$ cat src/rtl/qpt_pkg.sv
// Package for the quaternion point transform.
// Holds register codes, mode codes, datapath widths, the register bank type and
// the rounding and saturation helpers. No dependencies.
package qpt_pkg;

  localparam logic [2:0] CFG_QUAT_X  = 3'd0;
  localparam logic [2:0] CFG_QUAT_Y  = 3'd1;
  localparam logic [2:0] CFG_QUAT_Z  = 3'd2;
  localparam logic [2:0] CFG_QUAT_W  = 3'd3;
  localparam logic [2:0] CFG_SHIFT_X = 3'd4;
  localparam logic [2:0] CFG_SHIFT_Y = 3'd5;
  localparam logic [2:0] CFG_SHIFT_Z = 3'd6;
  localparam logic [2:0] CFG_MODE    = 3'd7;

  localparam logic [1:0] MODE_ROT       = 2'd0;
  localparam logic [1:0] MODE_ROT_SHIFT = 2'd1;
  localparam logic [1:0] MODE_SHIFT_ROT = 2'd2;

  localparam logic signed [15:0] QUAT_W_RESET = 16'sd16384;

  localparam int PW  = 33;
  localparam int P1W = 50;
  localparam int CW  = 37;
  localparam int P2W = 53;
  localparam int UW  = 55;
  localparam int DW  = 42;
  localparam int SW  = 44;

  localparam logic signed [P1W:0]  RND_C = (P1W+1)'(1 << 13);
  localparam logic signed [UW-1:0] RND_D = UW'(1 << 12);
  localparam logic signed [SW-1:0] SAT_HI = SW'(64'sh7FFF_FFFF);
  localparam logic signed [SW-1:0] SAT_LO = -SW'(64'sh8000_0000);

  typedef struct packed {
    logic signed [15:0] quat_x;
    logic signed [15:0] quat_y;
    logic signed [15:0] quat_z;
    logic signed [15:0] quat_w;
    logic signed [31:0] shift_x;
    logic signed [31:0] shift_y;
    logic signed [31:0] shift_z;
    logic [1:0]         mode;
  } cfg_t;

  typedef struct packed {
    logic               clip;
    logic signed [31:0] val;
  } sat_t;

  function automatic logic signed [CW-1:0] round_c(input logic signed [P1W-1:0] a,
                                                   input logic signed [P1W-1:0] b);
    logic signed [P1W:0] t;
    t = $signed({a[P1W-1], a}) - $signed({b[P1W-1], b}) + RND_C;
    return CW'(t >>> 14);
  endfunction

  function automatic logic signed [DW-1:0] round_d(input logic signed [P2W-1:0] a,
                                                   input logic signed [P2W-1:0] b,
                                                   input logic signed [P2W-1:0] c);
    logic signed [UW-1:0] t;
    t = UW'(a) + UW'(b) - UW'(c) + RND_D;
    return DW'(t >>> 13);
  endfunction

  function automatic sat_t saturate(input logic signed [SW-1:0] v);
    sat_t r;
    r.clip = 1'b0;
    r.val  = v[31:0];
    if (v > SAT_HI) begin
      r.clip = 1'b1;
      r.val  = SAT_HI[31:0];
    end else if (v < SAT_LO) begin
      r.clip = 1'b1;
      r.val  = SAT_LO[31:0];
    end
    return r;
  endfunction

endpackage

$ cat src/rtl/qpt_regs.sv
// Configuration register bank: quaternion, translation and mode.
// Depends on qpt_pkg.
module qpt_regs (
  input  logic           clk,
  input  logic           rst_n,
  input  logic           cfg_we,
  input  logic [2:0]     cfg_index,
  input  logic [31:0]    cfg_data,
  output qpt_pkg::cfg_t  cfg
);
  import qpt_pkg::*;

  cfg_t cfg_r, cfg_nxt;

  always_comb begin
    cfg_nxt = cfg_r;
    if (cfg_we) begin
      case (cfg_index)
        CFG_QUAT_X:  cfg_nxt.quat_x  = cfg_data[15:0];
        CFG_QUAT_Y:  cfg_nxt.quat_y  = cfg_data[15:0];
        CFG_QUAT_Z:  cfg_nxt.quat_z  = cfg_data[15:0];
        CFG_QUAT_W:  cfg_nxt.quat_w  = cfg_data[15:0];
        CFG_SHIFT_X: cfg_nxt.shift_x = cfg_data;
        CFG_SHIFT_Y: cfg_nxt.shift_y = cfg_data;
        CFG_SHIFT_Z: cfg_nxt.shift_z = cfg_data;
        CFG_MODE:    cfg_nxt.mode    = cfg_data[1:0];
        default:     cfg_nxt = cfg_r;
      endcase
    end
  end

  always_ff @(posedge clk) begin
    if (!rst_n) begin
      cfg_r.quat_x  <= '0;
      cfg_r.quat_y  <= '0;
      cfg_r.quat_z  <= '0;
      cfg_r.quat_w  <= QUAT_W_RESET;
      cfg_r.shift_x <= '0;
      cfg_r.shift_y <= '0;
      cfg_r.shift_z <= '0;
      cfg_r.mode    <= MODE_ROT;
    end else begin
      cfg_r <= cfg_nxt;
    end
  end

  assign cfg = cfg_r;

endmodule

$ cat config.mk
export PLATFORM = sky130hd
export DESIGN_NAME = qpt_regs
export DESIGN_NICKNAME = d
export VERILOG_FILES = /design/src/rtl/qpt_pkg.sv /design/src/rtl/qpt_regs.sv
export SDC_FILE = /design/constraint.sdc
export NUM_CORES = 1
export LEC_CHECK = 0
export BUFFER_PORTS_ARGS = -buffer_cell sky130_fd_sc_hd__buf_2
export CAP_MARGIN = 5
export CORE_UTILIZATION = 52
export CTS_BUF_LIST = sky130_fd_sc_hd__clkbuf_4
export DETAILED_ROUTE_END_ITERATION = 10
export PLACE_DENSITY = 0.93
export RECOVER_POWER = 25
export SLEW_MARGIN = 30
export SYNTH_ARGS = -nofsm -noshare
export SYNTH_HDL_FRONTEND = slang
export SYNTH_SLANG_ARGS = --single-unit
$ cat constraint.sdc
create_clock -name clk -period 1.8 [get_ports clk]
set_input_delay 0.54 -clock clk [delete_from_list [all_inputs] [get_ports clk]]
set_output_delay 0.54 -clock clk [all_outputs]
set_load 0.005 [all_outputs]
* Word level (Yosys, flattened, before mapping)
Index checks and enable logic that the tools add are counted.
W data, S select, Z words.
** Cells by class
- Equal/unequal tests :: 7
- $lt $le $gt $ge :: 0
- Reductions and logical operators :: 9
- Multiplexer cells :: 0
- Div/mod/pow operators :: 0
- Add/subtract/negate cells :: 0
- Shift-type cells :: 0
- Multipliers :: 0
- Bitwise operators :: 0
** Operators by type and width (number)
- $reduce_and A2 Y1 :: 8
- $eq A3 B3 Y1 const B :: 4
- $eq A3 B2 Y1 const B :: 2
- $eq A3 B1 Y1 const B :: 1
- $logic_not A3 Y1 :: 1
** Word-level totals
- Bits in registers :: 162
- Memory bits (writable) :: 0
- Latch bits :: 0
- Memory bits (read-only) :: 0
- Output and inout port bits :: 162
- Logic and storage cells :: 24
- Memories :: 0

* Depth between registers and ports, before layout
Gate-level depths: netlist (run 1).
- Word-level depth :: 2
- Depth in mapped cells :: 5
- Depth with buffers taken out :: 2

* Worst setup path after synthesis (run 1)
OpenSTA, ideal clock, no wires.
- Kind :: in2reg
- Start :: in cfg_index[2]
- End :: reg cfg_r (netlist bit cfg[152])
- Path buffers :: 3
- Library setup time :: 124 ps
- Path slack :: 124 ps
- Data required time :: 1676 ps
- Stages :: 5
- Arrival time :: 1551 ps
- Cell sequence :: buf_2 -> or4b_1 -> buf_6 -> buf_6 -> mux2i_1
** On the way
- Cells in the longest elaborated chain, start to end :: 2
** Ends and longest elaborated chain
- from (decl) :: line qpt_regs.sv:7 : input logic [2:0] cfg_index,
- $logic_not A3 Y1 :: line qpt_regs.sv:18 : case (cfg_index)
- $reduce_and A2 Y1 (no line)
- to (signal assigned) :: line qpt_regs.sv:43 : cfg_r <= cfg_nxt;
- to (decl) :: line qpt_regs.sv:13 : cfg_t cfg_r, cfg_nxt;
No other way between the ends.
A chain may end at the register's enable or synchronous reset.

==> results.toml, run 1 <==
[finish]
drive_above_1_share_pct = 32.2
seq_area_um2 = 3240
multi_input_area_um2 = 2460
antenna_cells = 0
nNetsFinal = 813
largest_reg_flops = 162
syn2layout_area_growth_pct = 26.0
fill_cells = 871

[sta]
final.setup.tns_ns = 0
setup_viol = 0
slew_viol_final = 0
fin_hold_ws_ns = 0.284
tightest_slew_ns = 0.988
fin_skew_ns = 0
finalCritPeriodShare_pct = 95.9
hold_violations = 0
max_clock_freq_mhz = 579
layout_min_cycle_time_ns = 1.73
slew_headroom_pct = 34.1
rsz0062_at_grt = "false"

[yosys]
yosysTopAreaCell = "dfxtp_1"
yosysTopAreaCellShare_pct = 55.1
syn_avg_cell_area_um2 = 10.3
synthTopCellsByCount = "193 x nand2_1, 162 x dfxtp_1, 162 x mux2i_1"
yosys.area_share.simple_pct = 13.8
syn-instance-count = 569
synth_compound_area_share_pct = 0
synth.most_common_cell = "nand2_1"
synth.mux.area_fraction_pct = 27.6
synth_seq_cells = 162
synth.distinct_cells = 14
ys.flop_type = "dfxtp_1"
synth_edf_count = 0
async_flop_share_pct = 0
synthAdderAreaFrac_pct = 0
syn_nets = 607
synth_top_family_by_area = "multiplexers"
yosysWarnings = 0
ys_top_cells_by_area = "dfxtp_1 55%, mux2i_1 28%, nand2_1 12%"
synth_area_um2 = 5880
synth_xor_xnor_area_share_pct = 0
synth_seq_area_share_pct = 55.1

[floorplan]
start_util_pct = 53.8
rows = 38
core-area_um2 = 10900
ioPinCount = 200
die_w_um = 108
fp.dieArea_um2 = 11700
die_y_um = 108

[worst_setup_path]
r2r_start = "cfg[40]"
startpoint_type = "primary input"
setup.worst_path.start = "rst_n"
critPathRequiredTime_ns = 2.27
cp_max_fo = 26
crit_type = "primary input to flop"
end_kind = "flop"
cp.arrival_ns = 2.19

[pwr]
clkPwrFrac_pct = 32.2
p_int_uw = 4680
seq_power_share_pct = 59.9
p_sw_uw = 1510
power_leakage_uw = 0.00406
swShare_pct = 24.4
vdd_drop_max_mv = 0.620
p_comb_share_pct = 7.9
powerDensity_nw_per_um2 = 835

[detailed_routing]
routedWlPerCell_um = 15.8
wl_mm = 14.7
viasPerCell = 5.13
remaining_drc_errors = 0
ant_nets = 0
dr_total_vias = 4763
drt_iter0_markers = 280
first_pass_iters = 5

[clock_tree]
numCtsBuffers = 17
clockRootBuffer = "clkbuf_4"
clockBufferDepth = 2
insertion_delay_ns = 0.53
cts-resized-gates = 0
clkTransAtPathRegs_ns = 0.12
clock_sinks = 162
cts_max_level = 4
cts_setup_buffers = 0
cts_hold_buf = 0
cts_tree = "done"

[global_route]
grt_max_degree = 27
antenna_found_initial = 0
grt.total_usage_pct = 25.0
grt_pass1_vias = 4496
grt_remaining_overflow = 0
grt_pass1_wl_mm = 21.9

[job]
maxCapViolCount = 0

[run_status]
outcome = "complete, no violations"

[placed_design]
hpwl_mm = 10.5
gp_congestion = 0.746
port_buffers = 199

[min_path]
hp-start = "cfg_data[28]"
hp-class = "primary input to flop"
==> kinds of logic (layout without fill, tap and decap cells) <==
logic type | Yosys count | after routing
mux | 162 | 162
simple gates | 203 | 203
flops | 162 | 162
buf+inv | 42 | 261
==> metrics by stage <==
| stage | util (%) | cells | area [um2] | setup WS (ns) | power [uW] |
|---|---|---|---|---|---|
| floorplan | - | 569 | 5880 | 0.124 | 4040 |
| global placement | 65.8 | 896 | 7190 | 0.0955 | 4270 |
| detailed placement | 65.8 | 896 | 7190 | 0.0240 | 4280 |
| CTS | 68.1 | 928 | 7450 | 0.140 | 6240 |
| global route | 67.7 | 928 | 7410 | 0.0591 | 6440 |
| finish | 67.7 | 928 | 7410 | 0.0732 | 6190 |
==> final timing paths <==
| check | end | slack (ns) | cells past startpoint |
|---|---|---|---|
| max reg2reg | cfg[40] | 1.12 | 2 |
| min reg2reg | cfg[48] | 0.46 | 2 |
| max | cfg[91] | 0.07 | 5 |
| min | cfg[62] | 0.28 | 3 |
==> critical path, cell delays in order <==
cell and delay, ns:
clkbuf_1 0.71, buf_12 0.27, clkbuf_4 0.33, nand2_1 0.15, mux2i_1 0.17
==> routing by layer <==
metal / global-route usage (%) / vias up / share of wire, %
met5: 0 / - / 0
met4: 10.3 / 0 / 1.4
met3: 8.86 / 15 / 7.7
met2: 45.3 / 189 / 50
met1: 26.2 / 2263 / 41
li1: - / 2296 / -
==> cells in the final DEF (no fill, tap or decap) <==
master	synthesis	routed
buf_2	14	198
nand2_1	193	193
mux2i_1	162	162
dfxtp_1	162	162
clkbuf_4	0	19
buf_4	4	16
clkinv_2	0	7
clkbuf_1	21	6
buf_12	0	6
nand4b_1	3	3
clkinv_1	0	3
nor4bb_4	0	2
nor2b_1	2	2
bufinv_16	0	2
clkinvlp_4	0	2
clkbuf_2	0	2
nand4bb_1	1	1
nand4_1	1	1
or4b_1	1	1
==> cell type report <==
class | count | area share, %
flip-flops and latches | 162 | 43.8
clock buffers | 18 | 1.82
multi-input cells | 365 | 33.2
well taps | 140 | 2.36
clock inverters | 14 | 1.64
repair buffers | 229 | 17.2
==> power groups by stage <==
stage / combinational (uW) / sequential (uW) / clock, uW
2_1_floorplan: 246 / 3790 / 0
5_1_grt: 527 / 3710 / 2200
6_report: 489 / 3700 / 2000
3_3_place_gp: 487 / 3780 / 0
3_5_place_dp: 499 / 3780 / 0
4_1_cts: 501 / 3700 / 2040
(Power assumes the default switching activity.)
==> run 2: changes to the inputs <==
--- a/config.mk
+++ b/config.mk
@@ -10,9 +10,10 @@
 export CORE_UTILIZATION = 52
 export CTS_BUF_LIST = sky130_fd_sc_hd__clkbuf_4
 export DETAILED_ROUTE_END_ITERATION = 10
+export MAX_ROUTING_LAYER = met4
 export PLACE_DENSITY = 0.93
 export RECOVER_POWER = 25
-export SLEW_MARGIN = 30
+export SLEW_MARGIN = 20
 export SYNTH_ARGS = -nofsm -noshare
 export SYNTH_HDL_FRONTEND = slang
 export SYNTH_SLANG_ARGS = --single-unit
==> results.toml, run 2 (synthesis results as in run 1) <==
[worst_setup_path]
crit_type = "primary input to flop"
end_kind = "flop"
critPathRequiredTime_ns = 2.26
cp_max_fo = 26
startpoint_type = "primary input"
cp.arrival_ns = 2.19

[clock_tree]
insertion_delay_ns = 0.53
clockRootBuffer = "clkbuf_4"
cts_hold_buf = 0
cts_setup_buffers = 0
numCtsBuffers = 17
cts-resized-gates = 0
cts_max_level = 4
clock_sinks = 162
clockBufferDepth = 2
cts_tree = "done"
clkTransAtPathRegs_ns = 0.12

[finish]
nNetsFinal = 813
final_area_um2 = 7410
multi_input_area_um2 = 2460
fill_cells = 871
fin_cells = 928
largest_reg_flops = 162
seq_area_um2 = 3240
drive_above_1_share_pct = 32.2
mostFrequentLayoutCells = "198 x buf_2, 193 x nand2_1, 162 x mux2i_1, 162 x dfxtp_1, 19 x clkbuf_4"
final_common_cell = "buf_2"
syn2layout_area_growth_pct = 26.0
antenna_cells = 0

[sta]
slew_headroom_pct = 35.4
hold_violations = 0
fin_skew_ns = 0
final.setup.tns_ns = 0
slew_viol_final = 0
tightest_slew_ns = 0.969
rsz0062_at_grt = "false"
max_clock_freq_mhz = 578
finalCritPeriodShare_pct = 96.1
layout_min_cycle_time_ns = 1.73
setup_viol = 0

[detailed_routing]
remaining_drc_errors = 0
routedWlPerCell_um = 15.7
viasPerCell = 5.14
drt_iter0_markers = 300
dr_total_vias = 4768
ant_nets = 0
first_pass_iters = 4
wl_mm = 14.6

[run_status]
outcome = "complete, no violations"

[placed_design]
dpl_cell_area_um2 = 7190
hpwl_mm = 10.5
gp_congestion = 0.756
port_buffers = 199
dp.cells = 896

[floorplan]
fp.dieArea_um2 = 11700
start_util_pct = 53.8
rows = 38
die_w_um = 108
ioPinCount = 200
core-area_um2 = 10900
die_y_um = 108

[job]
maxCapViolCount = 0

[pwr]
powerDensity_nw_per_um2 = 834
vdd_drop_max_mv = 0.626
power_leakage_uw = 0.00406
power_uw = 6180

[global_route]
grt_pass1_wl_mm = 21.9
antenna_found_initial = 0
grt_max_degree = 27
grt_pass1_vias = 4508
grt.total_usage_pct = 25.8
grt_remaining_overflow = 0

[min_path]
hp-class = "primary input to flop"
run 2: per-stage QoR:
| stage | util [%] | setup slack (ns) | hold WS (ns) |
|---|---|---|---|
| 2_1_floorplan | - | 0.124 | 0.451 |
| 3_3_place_gp | 65.8 | 0.0955 | 0.438 |
| 3_5_place_dp | 65.8 | 0.0240 | 0.447 |
| 4_1_cts | 68.1 | 0.140 | 0.233 |
| 5_1_grt | 67.7 | 0.0591 | 0.230 |
| 6_report | 67.7 | 0.0697 | 0.289 |
run 2: cell type report:
| class | instances | area share (%) |
|---|---|---|
| Sequential cell | 162 | 43.8 |
| Multi-Input combinational cell | 365 | 33.2 |
| Tap cell | 140 | 2.36 |
| Timing Repair Buffer | 229 | 17.2 |
| Clock inverter | 14 | 1.64 |
| Clock buffer | 18 | 1.82 |
run 2: worst paths after layout:
kind / start / to / slack (ns) / depth (start not counted)
min: cfg_data[28] / cfg[62] / 0.29 / 3
max reg2reg: cfg[40] / cfg[40] / 1.13 / 2
max: rst_n / cfg[91] / 0.07 / 5
min reg2reg: cfg[48] / cfg[48] / 0.46 / 2
run 2: routing by layer:
metal / track usage, % / vias up / share of wire (%)
met5: - / - / 0
met4: 10.3 / 0 / 1.5
met3: 7.78 / 21 / 6.9
met2: 45.3 / 205 / 51
met1: 26.9 / 2248 / 41
li1: - / 2294 / -
run 2: worst max-delay path: stages:
cell      delay, ns
clkbuf_1       0.70
buf_12         0.27
clkbuf_4       0.34
nand2_1        0.16
mux2i_1        0.17
run 2: power breakdown:
part	total, uW	internal [uW]	switching [uW]
Clock	1990	806	1180
Combinational	489	210	278
Sequential	3700	3660	40.6
